<file path="config.mk">
export PLATFORM = sky130hd
export DESIGN_NAME = pulse_saw_noise_oscillator_core_flat
export DESIGN_NICKNAME = d
export VERILOG_FILES = /design/src/rtl/psno_pkg.sv /design/src/rtl/psno_tick_if.sv /design/src/rtl/psno_cfg_if.sv /design/src/rtl/psno_smp_if.sv /design/src/rtl/psno_mul.sv /design/src/rtl/psno_div.sv /design/src/rtl/pulse_saw_noise_oscillator_core.sv /design/src/flat_wrapper.sv
export SDC_FILE = /design/constraint.sdc
export NUM_CORES = 2
export LEC_CHECK = 0
export BUFFER_PORTS_ARGS = -buffer_cell sky130_fd_sc_hd__buf_2
export CORE_MARGIN = 4
export CORE_UTILIZATION = 62
export CTS_CLUSTER_DIAMETER = 120
export DETAILED_ROUTE_END_ITERATION = 10
export PLACE_DENSITY = 0.79
export RECOVER_POWER = 50
export SYNTH_ARGS = -nofsm -noshare
export SYNTH_HDL_FRONTEND = slang
export SYNTH_HIERARCHICAL = 1
export SYNTH_SLANG_ARGS = --single-unit
export TNS_END_PERCENT = 5
</file>
<file path="constraint.sdc">
create_clock -name clk -period 18.3 [get_ports clk]
set_input_delay 1.83 -clock clk [delete_from_list [all_inputs] [get_ports clk]]
set_output_delay 1.83 -clock clk [all_outputs]
set_load 0.03 [all_outputs]
</file>
<file path="src/rtl/psno_pkg.sv">
// ----------------------------------------------------------------------------
// psno_pkg
// Shared types and constants for the pulse/saw/noise oscillator.
// ----------------------------------------------------------------------------
package psno_pkg;

    typedef enum logic [1:0] {
        MODE_SILENT = 2'd0,
        MODE_SQUARE = 2'd1,
        MODE_SAW    = 2'd2,
        MODE_NOISE  = 2'd3
    } wave_mode_t;

    typedef enum logic [2:0] {
        REG_WAVE_MODE     = 3'd0,
        REG_OCTAVE_SHIFT  = 3'd1,
        REG_FINE_TUNE     = 3'd2,
        REG_BASE_PW       = 3'd3,
        REG_MOD_DEPTH     = 3'd4,
        REG_HOLD_SECONDS  = 3'd5,
        REG_SAMPLE_RATE   = 3'd6
    } reg_idx_t;

    localparam int CFG_DATA_W = 18;

    localparam logic [23:0] DEFAULT_PITCH = 24'd28160;   // 110 Hz in Q16.8
    localparam logic [15:0] FULL_POS      = 16'sd32767;
    localparam logic [15:0] FULL_NEG      = 16'h8001;    // -32767
    localparam logic [15:0] NEG_FULL_OFS  = 16'd32769;   // adds -32767 mod 2^16
    localparam logic [31:0] LFSR_SEED     = 32'h0000_ACE1;
    localparam logic [31:0] LFSR_TAPS     = 32'h8020_0003;
    localparam logic [14:0] NOISE_MOD     = 15'd32767;
    localparam logic [15:0] SAW_SPAN      = 16'd65534;
    localparam logic [28:0] W_MAX         = 29'h1000_0000;

    function automatic logic [31:0] lfsr_step(input logic [31:0] l);
        lfsr_step = (l >> 1) ^ (l[0] ? LFSR_TAPS : 32'd0);
    endfunction

endpackage

</file>
<file path="src/rtl/psno_tick_if.sv">
// ----------------------------------------------------------------------------
// psno_tick_if
// Input tick channel: pitch and control values for one sample.
// ----------------------------------------------------------------------------
interface psno_tick_if;
    logic               valid;
    logic               ready;
    logic               pitch_present;
    logic [23:0]        pitch_hz;
    logic signed [15:0] width_cv;
    logic signed [15:0] hold_cv;

    modport source (output valid, output pitch_present, output pitch_hz,
                    output width_cv, output hold_cv, input ready);
    modport sink   (input valid, input pitch_present, input pitch_hz,
                    input width_cv, input hold_cv, output ready);
endinterface

</file>
<file path="src/rtl/psno_cfg_if.sv">
// ----------------------------------------------------------------------------
// psno_cfg_if
// Register write channel.
// ----------------------------------------------------------------------------
interface psno_cfg_if;
    import psno_pkg::*;
    logic                  valid;
    logic                  ready;
    reg_idx_t              index;
    logic [CFG_DATA_W-1:0] data;

    modport source (output valid, output index, output data, input ready);
    modport sink   (input valid, input index, input data, output ready);
endinterface

</file>
<file path="src/rtl/psno_smp_if.sv">
// ----------------------------------------------------------------------------
// psno_smp_if
// Output sample channel.
// ----------------------------------------------------------------------------
interface psno_smp_if;
    logic               valid;
    logic               ready;
    logic signed [15:0] sample_out;

    modport source (output valid, output sample_out, input ready);
    modport sink   (input valid, input sample_out, output ready);
endinterface

</file>
<file path="src/rtl/psno_mul.sv">
// ----------------------------------------------------------------------------
// psno_mul
// Bit-serial shift-add multiplier, one multiplier bit per cycle.
// ----------------------------------------------------------------------------
module psno_mul #(
    parameter int AW = 32,
    parameter int BW = 24
) (
    input  logic             clk,
    input  logic             rst_n,
    input  logic             start,
    input  logic [AW-1:0]    a,
    input  logic [BW-1:0]    b,
    output logic             done,
    output logic [AW+BW-1:0] p
);
    localparam int PW = AW + BW;
    localparam int CW = $clog2(BW + 1);

    logic [AW-1:0] a_reg;
    logic [PW-1:0] p_reg;
    logic [CW-1:0] cnt_reg;
    logic          busy_reg;
    logic          done_reg;
    logic [AW:0]   sum;

    assign sum = {1'b0, p_reg[PW-1:BW]} + (p_reg[0] ? {1'b0, a_reg} : {(AW+1){1'b0}});

    always_ff @(posedge clk or negedge rst_n)
    begin
        if (!rst_n)
        begin
            a_reg    <= '0;
            p_reg    <= '0;
            cnt_reg  <= '0;
            busy_reg <= 1'b0;
            done_reg <= 1'b0;
        end
        else
        begin
            done_reg <= 1'b0;
            if (start)
            begin
                a_reg    <= a;
                p_reg    <= {{AW{1'b0}}, b};
                cnt_reg  <= CW'(BW);
                busy_reg <= 1'b1;
            end
            else if (busy_reg)
            begin
                p_reg   <= {sum, p_reg[BW-1:1]};
                cnt_reg <= cnt_reg - CW'(1);
                if (cnt_reg == CW'(1))
                begin
                    busy_reg <= 1'b0;
                    done_reg <= 1'b1;
                end
            end
        end
    end

    assign done = done_reg;
    assign p    = p_reg;

endmodule

</file>
<file path="src/rtl/psno_div.sv">
// ----------------------------------------------------------------------------
// psno_div
// Restoring divider, one quotient bit per cycle, with remainder.
// ----------------------------------------------------------------------------
module psno_div #(
    parameter int NW = 40,
    parameter int DW = 48
) (
    input  logic          clk,
    input  logic          rst_n,
    input  logic          start,
    input  logic [NW-1:0] num,
    input  logic [DW-1:0] den,
    output logic          done,
    output logic [NW-1:0] quo,
    output logic [DW-1:0] rem
);
    localparam int CW = $clog2(NW + 1);

    logic [NW-1:0] num_reg;
    logic [DW-1:0] den_reg;
    logic [DW-1:0] rem_reg;
    logic [CW-1:0] cnt_reg;
    logic          busy_reg;
    logic          done_reg;
    logic [DW:0]   trial;
    logic [DW:0]   diff;
    logic          ge;

    assign trial = {rem_reg, num_reg[NW-1]};
    assign diff  = trial - {1'b0, den_reg};
    assign ge    = trial >= {1'b0, den_reg};

    always_ff @(posedge clk or negedge rst_n)
    begin
        if (!rst_n)
        begin
            num_reg  <= '0;
            den_reg  <= '0;
            rem_reg  <= '0;
            cnt_reg  <= '0;
            busy_reg <= 1'b0;
            done_reg <= 1'b0;
        end
        else
        begin
            done_reg <= 1'b0;
            if (start)
            begin
                num_reg  <= num;
                den_reg  <= den;
                rem_reg  <= '0;
                cnt_reg  <= CW'(NW);
                busy_reg <= 1'b1;
            end
            else if (busy_reg)
            begin
                rem_reg <= ge ? diff[DW-1:0] : trial[DW-1:0];
                num_reg <= {num_reg[NW-2:0], ge};
                cnt_reg <= cnt_reg - CW'(1);
                if (cnt_reg == CW'(1))
                begin
                    busy_reg <= 1'b0;
                    done_reg <= 1'b1;
                end
            end
        end
    end

    assign done = done_reg;
    assign quo  = num_reg;
    assign rem  = rem_reg;

endmodule

</file>
<file path="src/rtl/pulse_saw_noise_oscillator_core.sv">
// ----------------------------------------------------------------------------
// pulse_saw_noise_oscillator_core
// Square / saw / sample-and-hold noise oscillator, one sample per tick.
//
//   Port   Dir   Beat contents
//   tick   in    pitch_present, pitch_hz, width_cv, hold_cv
//   cfg    in    index, data (register write)
//   smp    out   sample_out
//
// Silent beats go straight to the output. Square runs the frequency multiply,
// the cycle-length divide and the width multiply; saw may add a ramp divide;
// noise runs at most the length multiply and one noise divide. Zero frequency skips
// the cycle-length divide; a non-positive modulated hold skips the length multiply.
// tick is taken only in idle; one finished sample may wait in the output
// register while the next beat is worked. Reset is asynchronous; cfg is
// always ready.
// ----------------------------------------------------------------------------
module pulse_saw_noise_oscillator_core #(
    parameter int COUNT_BITS = 24
) (
    input logic clk,
    input logic rst_n,
    psno_tick_if.sink  tick,
    psno_cfg_if.sink   cfg,
    psno_smp_if.source smp
);
    import psno_pkg::*;

    localparam int CB      = COUNT_BITS;
    localparam int MUL_AW  = 32;
    localparam int MUL_BW  = (COUNT_BITS > 18) ? COUNT_BITS : 18;
    localparam int MUL_PW  = MUL_AW + MUL_BW;
    localparam int DIV_NW  = (COUNT_BITS + 16 > 38) ? COUNT_BITS + 16 : 38;
    localparam int DIV_DW  = 48;
    localparam int LEN_W   = 23;
    localparam logic [CB-1:0] CNT_MASK = {CB{1'b1}};

    typedef enum logic [3:0] {
        S_IDLE, S_PREP, S_SUM, S_FREQ, S_CYC, S_PWM, S_LEN,
        S_PHASE, S_WAVE, S_SAW, S_NOISE, S_OUT
    } state_t;

    // configuration
    wave_mode_t  wave_mode_reg;
    logic [4:0]  octave_reg;
    logic [15:0] fine_reg, bpw_reg, mod_reg, hold_reg;
    logic [17:0] sr_reg;

    state_t state_reg, state_next;
    logic [23:0]        pitch_reg, pitch_next;
    logic signed [15:0] wcv_reg, wcv_next, hcv_reg, hcv_next;
    logic signed [32:0] prod_reg, prod_next;
    logic [28:0]        w_reg, w_next;
    logic [CB-1:0]      cycle_reg, cycle_next;
    logic [CB:0]        pw_reg, pw_next;
    logic [LEN_W-1:0]   len_reg, len_next;
    logic [CB-1:0]      phase_reg, phase_next;
    logic [15:0]        held_reg, held_next;
    logic [31:0]        lfsr_reg, lfsr_next;
    logic [15:0]        res_reg, res_next;
    logic               up_reg, up_next;
    logic               out_valid_reg, out_valid_next;
    logic [15:0]        out_data_reg, out_data_next;

    logic                mul_start_reg, mul_start_next;
    logic [MUL_AW-1:0]   mul_a_reg, mul_a_next;
    logic [MUL_BW-1:0]   mul_b_reg, mul_b_next;
    logic                mul_done;
    logic [MUL_PW-1:0]   mul_p;

    logic                div_start_reg, div_start_next;
    logic [DIV_NW-1:0]   div_num_reg, div_num_next;
    logic [DIV_DW-1:0]   div_den_reg, div_den_next;
    logic                div_done;
    logic [DIV_NW-1:0]   div_q;
    logic [DIV_DW-1:0]   div_r;

    // combinational helpers
    logic signed [4:0]  oct_s, oct_sat;
    logic [3:0]         oct_mag;
    logic [DIV_DW-1:0]  f48;
    logic signed [33:0] base_sum;
    logic [CB-1:0]      cyc_sat;
    logic [CB:0]        pw_raw, cyc_p1;
    logic [CB-1:0]      ph_inc;
    logic [DIV_NW-1:0]  saw_up_num, saw_dn_num;
    logic [CB-1:0]      ph_minus_pw;

    psno_mul #(.AW(MUL_AW), .BW(MUL_BW)) u_mul (
        .clk(clk), .rst_n(rst_n), .start(mul_start_reg), .a(mul_a_reg),
        .b(mul_b_reg), .done(mul_done), .p(mul_p)
    );

    psno_div #(.NW(DIV_NW), .DW(DIV_DW)) u_div (
        .clk(clk), .rst_n(rst_n), .start(div_start_reg), .num(div_num_reg),
        .den(div_den_reg), .done(div_done), .quo(div_q), .rem(div_r)
    );

    assign tick.ready     = (state_reg == S_IDLE);
    assign cfg.ready      = 1'b1;
    assign smp.valid      = out_valid_reg;
    assign smp.sample_out = out_data_reg;

    always_comb
    begin
        oct_s = $signed(octave_reg);
        if (oct_s > 5'sd8)
            oct_sat = 5'sd8;
        else if (oct_s < -5'sd8)
            oct_sat = -5'sd8;
        else
            oct_sat = oct_s;
        oct_mag = oct_sat[4] ? 4'(-oct_sat) : oct_sat[3:0];
        if (oct_sat[4])
            f48 = {8'd0, mul_p[39:0]} >> oct_mag;
        else
            f48 = {8'd0, mul_p[39:0]} << oct_mag;

        if (wave_mode_reg == MODE_NOISE)
            base_sum = $signed({3'd0, hold_reg, 15'd0}) + 34'(prod_reg);
        else
            base_sum = $signed({7'd0, bpw_reg, 11'd0}) + 34'(prod_reg);

        cyc_sat = (div_q[DIV_NW-1:CB] != '0) ? CNT_MASK : div_q[CB-1:0];
        pw_raw  = mul_p[27+CB:27];
        cyc_p1  = {1'b0, cycle_reg} + (CB+1)'(1);
        ph_inc  = phase_reg + CB'(1);

        ph_minus_pw = phase_reg - pw_reg[CB-1:0];
        saw_up_num  = (DIV_NW'(phase_reg) << 16) - (DIV_NW'(phase_reg) << 1);
        saw_dn_num  = (DIV_NW'(ph_minus_pw) << 16) - (DIV_NW'(ph_minus_pw) << 1);
    end

    always_comb
    begin
        state_next     = state_reg;
        pitch_next     = pitch_reg;
        wcv_next       = wcv_reg;
        hcv_next       = hcv_reg;
        prod_next      = prod_reg;
        w_next         = w_reg;
        cycle_next     = cycle_reg;
        pw_next        = pw_reg;
        len_next       = len_reg;
        phase_next     = phase_reg;
        held_next      = held_reg;
        lfsr_next      = lfsr_reg;
        res_next       = res_reg;
        up_next        = up_reg;
        out_valid_next = out_valid_reg && !smp.ready;
        out_data_next  = out_data_reg;
        mul_start_next = 1'b0;
        mul_a_next     = mul_a_reg;
        mul_b_next     = mul_b_reg;
        div_start_next = 1'b0;
        div_num_next   = div_num_reg;
        div_den_next   = div_den_reg;

        case (state_reg)
            S_IDLE:
            begin
                if (tick.valid)
                begin
                    pitch_next = tick.pitch_present ? tick.pitch_hz : DEFAULT_PITCH;
                    wcv_next   = tick.width_cv;
                    hcv_next   = tick.hold_cv;
                    if (wave_mode_reg == MODE_SILENT)
                    begin
                        res_next   = 16'd0;
                        state_next = S_OUT;
                    end
                    else
                        state_next = S_PREP;
                end
            end
            S_PREP:
            begin
                prod_next  = ((wave_mode_reg == MODE_NOISE) ? hcv_reg : wcv_reg)
                             * $signed({1'b0, mod_reg});
                state_next = S_SUM;
            end
            S_SUM:
            begin
                if (wave_mode_reg == MODE_NOISE)
                begin
                    if (base_sum > 34'sd0)
                    begin
                        mul_a_next     = base_sum[31:0];
                        mul_b_next     = MUL_BW'(sr_reg);
                        mul_start_next = 1'b1;
                        state_next     = S_LEN;
                    end
                    else
                    begin
                        len_next   = '0;
                        state_next = S_PHASE;
                    end
                end
                else
                begin
                    if (base_sum < 34'sd0)
                        w_next = '0;
                    else if (base_sum > $signed({5'd0, W_MAX}))
                        w_next = W_MAX;
                    else
                        w_next = base_sum[28:0];
                    mul_a_next     = MUL_AW'(pitch_reg);
                    mul_b_next     = MUL_BW'(fine_reg);
                    mul_start_next = 1'b1;
                    state_next     = S_FREQ;
                end
            end
            S_FREQ:
            begin
                if (mul_done)
                begin
                    if (f48 == '0)
                    begin
                        cycle_next     = CNT_MASK;
                        mul_a_next     = MUL_AW'(w_reg);
                        mul_b_next     = MUL_BW'(CNT_MASK);
                        mul_start_next = 1'b1;
                        state_next     = S_PWM;
                    end
                    else
                    begin
                        div_num_next   = DIV_NW'({sr_reg, 20'd0});
                        div_den_next   = f48;
                        div_start_next = 1'b1;
                        state_next     = S_CYC;
                    end
                end
            end
            S_CYC:
            begin
                if (div_done)
                begin
                    cycle_next     = cyc_sat;
                    mul_a_next     = MUL_AW'(w_reg);
                    mul_b_next     = MUL_BW'(cyc_sat);
                    mul_start_next = 1'b1;
                    state_next     = S_PWM;
                end
            end
            S_PWM:
            begin
                if (mul_done)
                begin
                    pw_next    = (pw_raw > cyc_p1) ? cyc_p1 : pw_raw;
                    state_next = S_PHASE;
                end
            end
            S_LEN:
            begin
                if (mul_done)
                begin
                    len_next   = mul_p[27+LEN_W-1:27];
                    state_next = S_PHASE;
                end
            end
            S_PHASE:
            begin
                if (wave_mode_reg == MODE_NOISE)
                begin
                    if (33'(ph_inc) > 33'(len_reg))
                    begin
                        phase_next     = '0;
                        lfsr_next      = lfsr_step(lfsr_reg);
                        div_num_next   = DIV_NW'(lfsr_step(lfsr_reg));
                        div_den_next   = DIV_DW'(NOISE_MOD);
                        div_start_next = 1'b1;
                        state_next     = S_NOISE;
                    end
                    else
                    begin
                        phase_next = ph_inc;
                        res_next   = held_reg;
                        state_next = S_OUT;
                    end
                end
                else
                begin
                    phase_next = (ph_inc > cycle_reg) ? '0 : ph_inc;
                    state_next = S_WAVE;
                end
            end
            S_WAVE:
            begin
                if (wave_mode_reg == MODE_SQUARE)
                begin
                    res_next   = ({1'b0, phase_reg} < pw_reg) ? FULL_POS : FULL_NEG;
                    state_next = S_OUT;
                end
                else if ({1'b0, phase_reg} < pw_reg)
                begin
                    up_next        = 1'b1;
                    div_num_next   = saw_up_num;
                    div_den_next   = DIV_DW'(pw_reg);
                    div_start_next = 1'b1;
                    state_next     = S_SAW;
                end
                else if ({1'b0, cycle_reg} <= pw_reg)
                begin
                    res_next   = FULL_POS;
                    state_next = S_OUT;
                end
                else
                begin
                    up_next        = 1'b0;
                    div_num_next   = saw_dn_num;
                    div_den_next   = DIV_DW'(cycle_reg - pw_reg[CB-1:0]);
                    div_start_next = 1'b1;
                    state_next     = S_SAW;
                end
            end
            S_SAW:
            begin
                if (div_done)
                begin
                    res_next   = up_reg ? (div_q[15:0] + NEG_FULL_OFS)
                                        : (FULL_POS - div_q[15:0]);
                    state_next = S_OUT;
                end
            end
            S_NOISE:
            begin
                if (div_done)
                begin
                    held_next  = {div_r[14:0], 1'b0} + NEG_FULL_OFS;
                    res_next   = {div_r[14:0], 1'b0} + NEG_FULL_OFS;
                    state_next = S_OUT;
                end
            end
            S_OUT:
            begin
                if (!out_valid_reg || smp.ready)
                begin
                    out_valid_next = 1'b1;
                    out_data_next  = res_reg;
                    state_next     = S_IDLE;
                end
            end
            default:
                state_next = S_IDLE;
        endcase
    end

    always_ff @(posedge clk or negedge rst_n)
    begin
        if (!rst_n)
        begin
            wave_mode_reg <= MODE_SQUARE;
            octave_reg    <= 5'd0;
            fine_reg      <= 16'd4096;
            bpw_reg       <= 16'd32768;
            mod_reg       <= 16'd4096;
            hold_reg      <= 16'd0;
            sr_reg        <= 18'd44100;
            state_reg     <= S_IDLE;
            pitch_reg     <= '0;
            wcv_reg       <= '0;
            hcv_reg       <= '0;
            prod_reg      <= '0;
            w_reg         <= '0;
            cycle_reg     <= '0;
            pw_reg        <= '0;
            len_reg       <= '0;
            phase_reg     <= '0;
            held_reg      <= '0;
            lfsr_reg      <= LFSR_SEED;
            res_reg       <= '0;
            up_reg        <= 1'b0;
            out_valid_reg <= 1'b0;
            out_data_reg  <= '0;
            mul_start_reg <= 1'b0;
            mul_a_reg     <= '0;
            mul_b_reg     <= '0;
            div_start_reg <= 1'b0;
            div_num_reg   <= '0;
            div_den_reg   <= '0;
        end
        else
        begin
            if (cfg.valid)
            begin
                case (cfg.index)
                    REG_WAVE_MODE:    wave_mode_reg <= wave_mode_t'(cfg.data[1:0]);
                    REG_OCTAVE_SHIFT: octave_reg    <= cfg.data[4:0];
                    REG_FINE_TUNE:    fine_reg      <= cfg.data[15:0];
                    REG_BASE_PW:      bpw_reg       <= cfg.data[15:0];
                    REG_MOD_DEPTH:    mod_reg       <= cfg.data[15:0];
                    REG_HOLD_SECONDS: hold_reg      <= cfg.data[15:0];
                    REG_SAMPLE_RATE:  sr_reg        <= cfg.data;
                    default:          ;
                endcase
            end
            state_reg     <= state_next;
            pitch_reg     <= pitch_next;
            wcv_reg       <= wcv_next;
            hcv_reg       <= hcv_next;
            prod_reg      <= prod_next;
            w_reg         <= w_next;
            cycle_reg     <= cycle_next;
            pw_reg        <= pw_next;
            len_reg       <= len_next;
            phase_reg     <= phase_next;
            held_reg      <= held_next;
            lfsr_reg      <= lfsr_next;
            res_reg       <= res_next;
            up_reg        <= up_next;
            out_valid_reg <= out_valid_next;
            out_data_reg  <= out_data_next;
            mul_start_reg <= mul_start_next;
            mul_a_reg     <= mul_a_next;
            mul_b_reg     <= mul_b_next;
            div_start_reg <= div_start_next;
            div_num_reg   <= div_num_next;
            div_den_reg   <= div_den_next;
        end
    end

    a_units_exclusive: assert property (@(posedge clk) disable iff (!rst_n)
        !(mul_done && div_done))
        else $error("multiplier and divider finished together");

    a_lfsr_nonzero: assert property (@(posedge clk) disable iff (!rst_n)
        lfsr_reg != 32'd0)
        else $error("noise LFSR locked at zero");

    a_phase_in_cycle: assert property (@(posedge clk) disable iff (!rst_n)
        (state_reg == S_WAVE) |-> ({1'b0, phase_reg} <= {1'b0, cycle_reg}))
        else $error("phase beyond cycle length");

    a_saw_span: assert property (@(posedge clk) disable iff (!rst_n)
        (state_reg == S_SAW && div_done) |-> (div_q <= DIV_NW'(SAW_SPAN)))
        else $error("saw quotient out of range");

endmodule
</file>
<file path="src/flat_wrapper.sv">
// flat-port wrapper written by rule: the top's interface ports become plain ports
module pulse_saw_noise_oscillator_core_flat import psno_pkg::*;
#(
    parameter int COUNT_BITS = 24
)
  (clk, rst_n, tick_valid, tick_pitch_present, tick_pitch_hz, tick_width_cv, tick_hold_cv, tick_ready, cfg_valid, cfg_index, cfg_data, cfg_ready, smp_valid, smp_sample_out, smp_ready);
  psno_tick_if tick_i ();
  psno_cfg_if cfg_i ();
  psno_smp_if smp_i ();
  input logic clk;
  input logic rst_n;
  input wire logic [$bits(tick_i.valid)-1:0] tick_valid;
  input wire logic [$bits(tick_i.pitch_present)-1:0] tick_pitch_present;
  input wire logic [$bits(tick_i.pitch_hz)-1:0] tick_pitch_hz;
  input wire logic [$bits(tick_i.width_cv)-1:0] tick_width_cv;
  input wire logic [$bits(tick_i.hold_cv)-1:0] tick_hold_cv;
  output wire logic [$bits(tick_i.ready)-1:0] tick_ready;
  input wire logic [$bits(cfg_i.valid)-1:0] cfg_valid;
  input wire logic [$bits(cfg_i.index)-1:0] cfg_index;
  input wire logic [$bits(cfg_i.data)-1:0] cfg_data;
  output wire logic [$bits(cfg_i.ready)-1:0] cfg_ready;
  output wire logic [$bits(smp_i.valid)-1:0] smp_valid;
  output wire logic [$bits(smp_i.sample_out)-1:0] smp_sample_out;
  input wire logic [$bits(smp_i.ready)-1:0] smp_ready;
  assign tick_i.valid = tick_valid;
  assign tick_i.pitch_present = tick_pitch_present;
  assign tick_i.pitch_hz = tick_pitch_hz;
  assign tick_i.width_cv = tick_width_cv;
  assign tick_i.hold_cv = tick_hold_cv;
  assign tick_ready = tick_i.ready;
  assign cfg_i.valid = cfg_valid;
  assign cfg_i.index = cfg_index;
  assign cfg_i.data = cfg_data;
  assign cfg_ready = cfg_i.ready;
  assign smp_valid = smp_i.valid;
  assign smp_sample_out = smp_i.sample_out;
  assign smp_i.ready = smp_ready;
  pulse_saw_noise_oscillator_core #(.COUNT_BITS(COUNT_BITS)) u_core (.clk(clk), .rst_n(rst_n), .tick(tick_i), .cfg(cfg_i), .smp(smp_i));
endmodule
</file>
* Yosys cells after proc, flatten, opt, wreduce, memory -nomap -nowiden
Index checks and enable logic that the tools add are counted.
Widths: inputs -> output; s select.
** Word-level totals
- Flip-flop bits (word level) :: 774
- Memory bits (writable) :: 0
- Bits in read-only memories :: 0
- Memories :: 0
- Bits in latches :: 0
- Bits of input ports :: 83
- Word-level logic and storage cells :: 273
- Output and inout port bits :: 19
** Operators by class
- Divide/modulo/power cells :: 0
- Add/subtract/negate cells :: 16
- Bitwise logic cells :: 3
- Multiply operators :: 1
- Shift-type cells :: 2
- $lt $le $gt $ge :: 11
- Eq/ne operators :: 44
- Muxes and demuxes :: 118
- Reductions and logical operators :: 38
** Operator list (number)
- $mux 48 :: 11
- $mux 40 :: 9
- $mux 24 :: 10
- $mux 32 :: 7
- $mux 16 :: 11
- $pmux 48 s3 :: 1
- $pmux 40 s3 :: 1
- $mux 56 :: 2
- $pmux 32 s3 :: 1
- $pmux 16 s5 :: 1
- $sub 40x25->40 :: 2
- $pmux 24 s3 :: 1
- $mux 23 :: 3
- $mux 29 :: 2
- $ge 49x48->1 :: 1
- $logic_not 48->1 :: 1
- $pmux 24 s2 :: 1
- $shl 40x4->48 :: 1
- $shr 40x4->48 :: 1
- $sub 48x48->48 :: 1
- $pmux 23 s2 :: 1
- $mux 4 :: 10
- $pmux 4 s10 :: 1
- $add 28x33->34 :: 1
- 67 further kinds :: 152

* Depth between registers and ports, before layout
- Depth after elaboration :: 11
- Mapped depth :: 34
- Gate-level depth less buffers :: 28

* Hierarchy
Netlist, hierarchy kept.
** Modules (own cells, without submodules)
- pulse_saw_noise_oscillator_core :: area each 48480.2 µm², cells an instance 5300, times used 1, sequential area each 13410.4 µm²
- psno_div :: area each 9391.5 µm², cells an instance 1126, times used 1, sequential area each 3603.5 µm²
- psno_mul :: area each 5988.2 µm², cells an instance 610, times used 1, sequential area each 2377.3 µm²

* Least setup slack after synthesis
OpenSTA, ideal clock, no wires.
- Path kind :: flip-flop to flip-flop
- Start point :: register u_core.wave_mode_reg[0]
- End point :: register u_core.prod_reg[31]
- Slack :: 10.146 ns
- Stages on the path, launching flop included :: 33
- Data arrival time :: 8.033 ns
- Clock period less this slack :: 8.154 ns
- Library setup time :: 0.120 ns
- Required time :: 18.180 ns
- Path buffers :: 7
- Path through :: dfstp_2 > clkbuf_1 > nand2_1 > clkbuf_1 > clkbuf_1 > clkbuf_1 > clkbuf_1 > buf_1 > nand2_1 > nand2_1 > clkbuf_1 > nand2_1 > fa_1 > fa_1 > fa_1 > inv_1 > fa_1 > fa_1 > inv_1 > fa_1 > inv_1 > ha_1 > a21o_1 > a21o_1 > a21oi_1 > o21ai_0 > a21o_1 > a211oi_1 > o211a_1 > or2_2 > a2111oi_0 > or3_1 > a41o_1
** On the way
- Word-level cells in the longest chain between the ends :: 3
** RTL lines
- start: declaration :: line pulse_saw_noise_oscillator_core.sv:44 : wave_mode_t wave_mode_reg;
- start signal: assignment :: line pulse_saw_noise_oscillator_core.sv:387 : REG_WAVE_MODE: wave_mode_reg <= wave_mode_t'(cfg.data[1:0]);
- $eq 2x2->1 :: line pulse_saw_noise_oscillator_core.sv:178 : prod_next = ((wave_mode_reg == MODE_NOISE) ? hcv_reg : wcv_reg)
- $mux 33 :: line pulse_saw_noise_oscillator_core.sv:178
- $mul 33x17->33 :: line pulse_saw_noise_oscillator_core.sv:179 : * $signed({1'b0, mod_reg});
- end signal: assignment :: line pulse_saw_noise_oscillator_core.sv:401 : prod_reg <= prod_next;
- end: declaration :: line pulse_saw_noise_oscillator_core.sv:52 : logic signed [32:0] prod_reg, prod_next;
No other way between the ends.
A chain may end at the register's enable or synchronous reset.

==> flow_summary.ini <==
[setup_path]
crit_fanout = 82
crit_path_frequent_cell = clkbuf_1
r2r-end = u_core/prod_reg[32]
start_kind = input port
critPathCaptureType = async pin
reg2reg_slack_ns = 8.98
cp_top_family = buffers and inverters
cp.arrival_ns = 11.80
worstSetupPathType = in2async
critPathRequiredTime_ns = 18.96
cp_cell_sequence = clkbuf_1 > clkbuf_1 > clkbuf_1 > buf_4
path_buf_inv = 4
crit_slowest_cell = clkbuf_1
r2r-start = u_core/wave_mode_reg[0]
crit_path_max_incr_delay_ns = 3.24
worst-r2r-cell-count = 25

[outcome]
violations = capacitance limit, slew limit
status = complete, but fails checks

[cells_and_area]
largest_reg_flops = 56
final_net_count = 7608
syn_to_final_growth_pct = 6.49
drive_gt1_frac = 0.119

[synthesis]
synth_seq_cells = 774
synth_edf_count = 0
yosys_warnings = 6
seq_area_frac_synth = 0.304
synth_area_leaders = dfrtp_1, fa_1, ha_1, mux2_2, nand2_1
syn-cell-area_um2 = 63900
synthesis.nets = 7735
yosysTopAreaCell = dfrtp_1
synth-async-reset-ratio = 1.00
syn_inst = 7036
synth_area_per_cell_um2 = 9.08
synth_flop_cell = dfrtp_1
synth_top_area_share = 0.296
synthDistinctLibCells = 122

[drt]
drc_errors = 0
ant_nets = 0
route.vias.total = 55800
viasPerCell = 6.68
first_pass_iters = 10
finalWirelength_um = 216000
detail_route.wl_per_cell_um = 25.9
dr.first_iter.drc_count = 6833

[run]
maxCapViolCount = 12

[timing]
period_share = 0.609
clock.fmax_mhz = 89.7
fin_setup_tns_ns = 0
min_period_ns = 11.15
max_slew_margin = -2.17
finalHoldViolCount = 0
skew_ns = 0.0556
grt_setup_unrepaired = false
tightest_slew_ns = 4.75
report.final.slew_viol_count = 807
setup_violations = 0

[cts]
cts_hold_buf = 0
clock-sinks = 774
clk_latency_ns = 0.71
clockBufferDepth = 3
post_cts_resized = 0
numCtsBuffers = 86
clk_pin_slew_ns = 0.06
htreeDepth = 3
cts_setup_buffers = 0
cts_tree = done
root_buffer = clkbuf_16

[floorplan]
pin_count = 102
die-area_um2 = 108000
die_w_um = 329
core_um2 = 102000
fp.dieH_um = 329
start_util = 0.626
row_count = 117

[grt]
antenna_found_initial = 6
grt_pass1_wl_um = 330000
grt_overflow = 0
grtUsageTotal = 0.395
grt_start_max_net_pins = 94
grt_pass1_vias = 54300

[placement]
portBuffers = 100
dp_hpwl_um = 162000
gp_congestion = 1.04

[worst_hold_path]
hold_class = reg2reg
min_path_cells = 2
min-delay-start = u_core/div_den_reg[18]
holdPathEnd = u_core/u_div/den_reg[18]
## per-layer routing
metal  wire [um]  track usage
met3       20200       0.0744
met4       15800        0.230
met5          29     0.000887
met1       84200        0.520
met2       95700        0.613
## cell families (layout without fill, tap and decap cells)
| family | count (synthesis) | count (layout) | share of synthesized area |
|---|---|---|---|
| multiplexers | 599 | 599 | 0.108 |
| XOR/XNOR | 281 | 281 | 0.0387 |
| other | 1 | 5 | 0.0000587 |
| AND/OR/NAND/NOR | 2102 | 2102 | 0.156 |
| AO/OA/AOI/OAI | 1648 | 1648 | 0.175 |
| buffers and inverters | 1014 | 959 | 0.0657 |
| flip-flops | 774 | 774 | 0.304 |
| adder cells (fa/ha/maj) | 617 | 617 | 0.153 |
## worst max path at each step
stage                                        from  cells after the start                  end  slack [ns]
after floorplan           u_core/wave_mode_reg[0]                     32  u_core/prod_reg[31]       10.15
after global placement    u_core/wave_mode_reg[0]                     26  u_core/prod_reg[31]        9.94
after detailed placement  u_core/wave_mode_reg[0]                     26  u_core/prod_reg[31]        9.92
after CTS                 u_core/wave_mode_reg[0]                     26  u_core/prod_reg[31]        9.84
after global routing                        rst_n                      4   u_core/hcv_reg[15]        5.44
final                                       rst_n                      4   u_core/wcv_reg[15]        7.15
## cell usage in the layout, fill, tap and decap left out, types with 79 or more instances in the layout
master	netlist	final
a21o_1	135	135
xnor2_1	177	177
nand3_1	148	147
nor2_1	359	356
inv_1	606	606
ha_1	345	345
clkbuf_16	0	87
a21oi_1	295	293
dfrtp_1	756	753
fa_1	271	271
nand2_1	876	873
xor2_1	103	103
nor3_1	109	107
mux2i_1	203	203
buf_2	57	79
o21ai_0	410	414
mux2_2	318	316
and2_1	198	194
## Yosys cell counts (40+ instances only)
library cell / n
nand2_1: 876
dfrtp_1: 756
inv_1: 606
o21ai_0: 410
nor2_1: 359
ha_1: 345
mux2_2: 318
a21oi_1: 295
clkbuf_1: 271
fa_1: 271
mux2i_1: 203
and2_1: 198
xnor2_1: 177
nand3_1: 148
a21o_1: 135
nor3_1: 109
xor2_1: 103
a31oi_1: 78
nand4_1: 76
o211ai_1: 71
a211oi_1: 61
and3_1: 61
mux2_4: 61
o21a_1: 58
buf_2: 57
a311oi_1: 47
nor2b_1: 44
nand2b_1: 40
## cell type report
| class | count | area, um^2 |
|---|---|---|
| Fill cell | 8291 | 34000 |
| Clock inverter | 42 | 716 |
| Clock buffer | 118 | 2440 |
| Inverter | 610 | 2290 |
| Multi-Input combinational cell | 5248 | 40300 |
| Antenna cell | 4 | 10.0 |
| Sequential cell | 774 | 19400 |
| Timing Repair Buffer | 189 | 1090 |
| Tap cell | 1368 | 1710 |
## stage by stage
stage	hold WS, ns	instances	worst slack, ns	area (um^2)	util
detailed placement	0.467	8189	9.92	64900	0.637
CTS	0.455	8349	9.84	68100	0.668
global route	0.489	8349	5.44	68000	0.666
finish	0.461	8353	7.15	68000	0.667
global placement	0.456	8189	9.94	64900	0.637
floorplan	0.435	7036	10.15	63900	-
## tightest hold or removal path: stages, from the launching register on
cell	delay, ns
dfrtp_1	0.34
nand2_1	0.05
o21ai_0	0.06
Power is not shown: default switching activity piles up to over one toggle a cycle in this logic, so the estimate is an artifact.
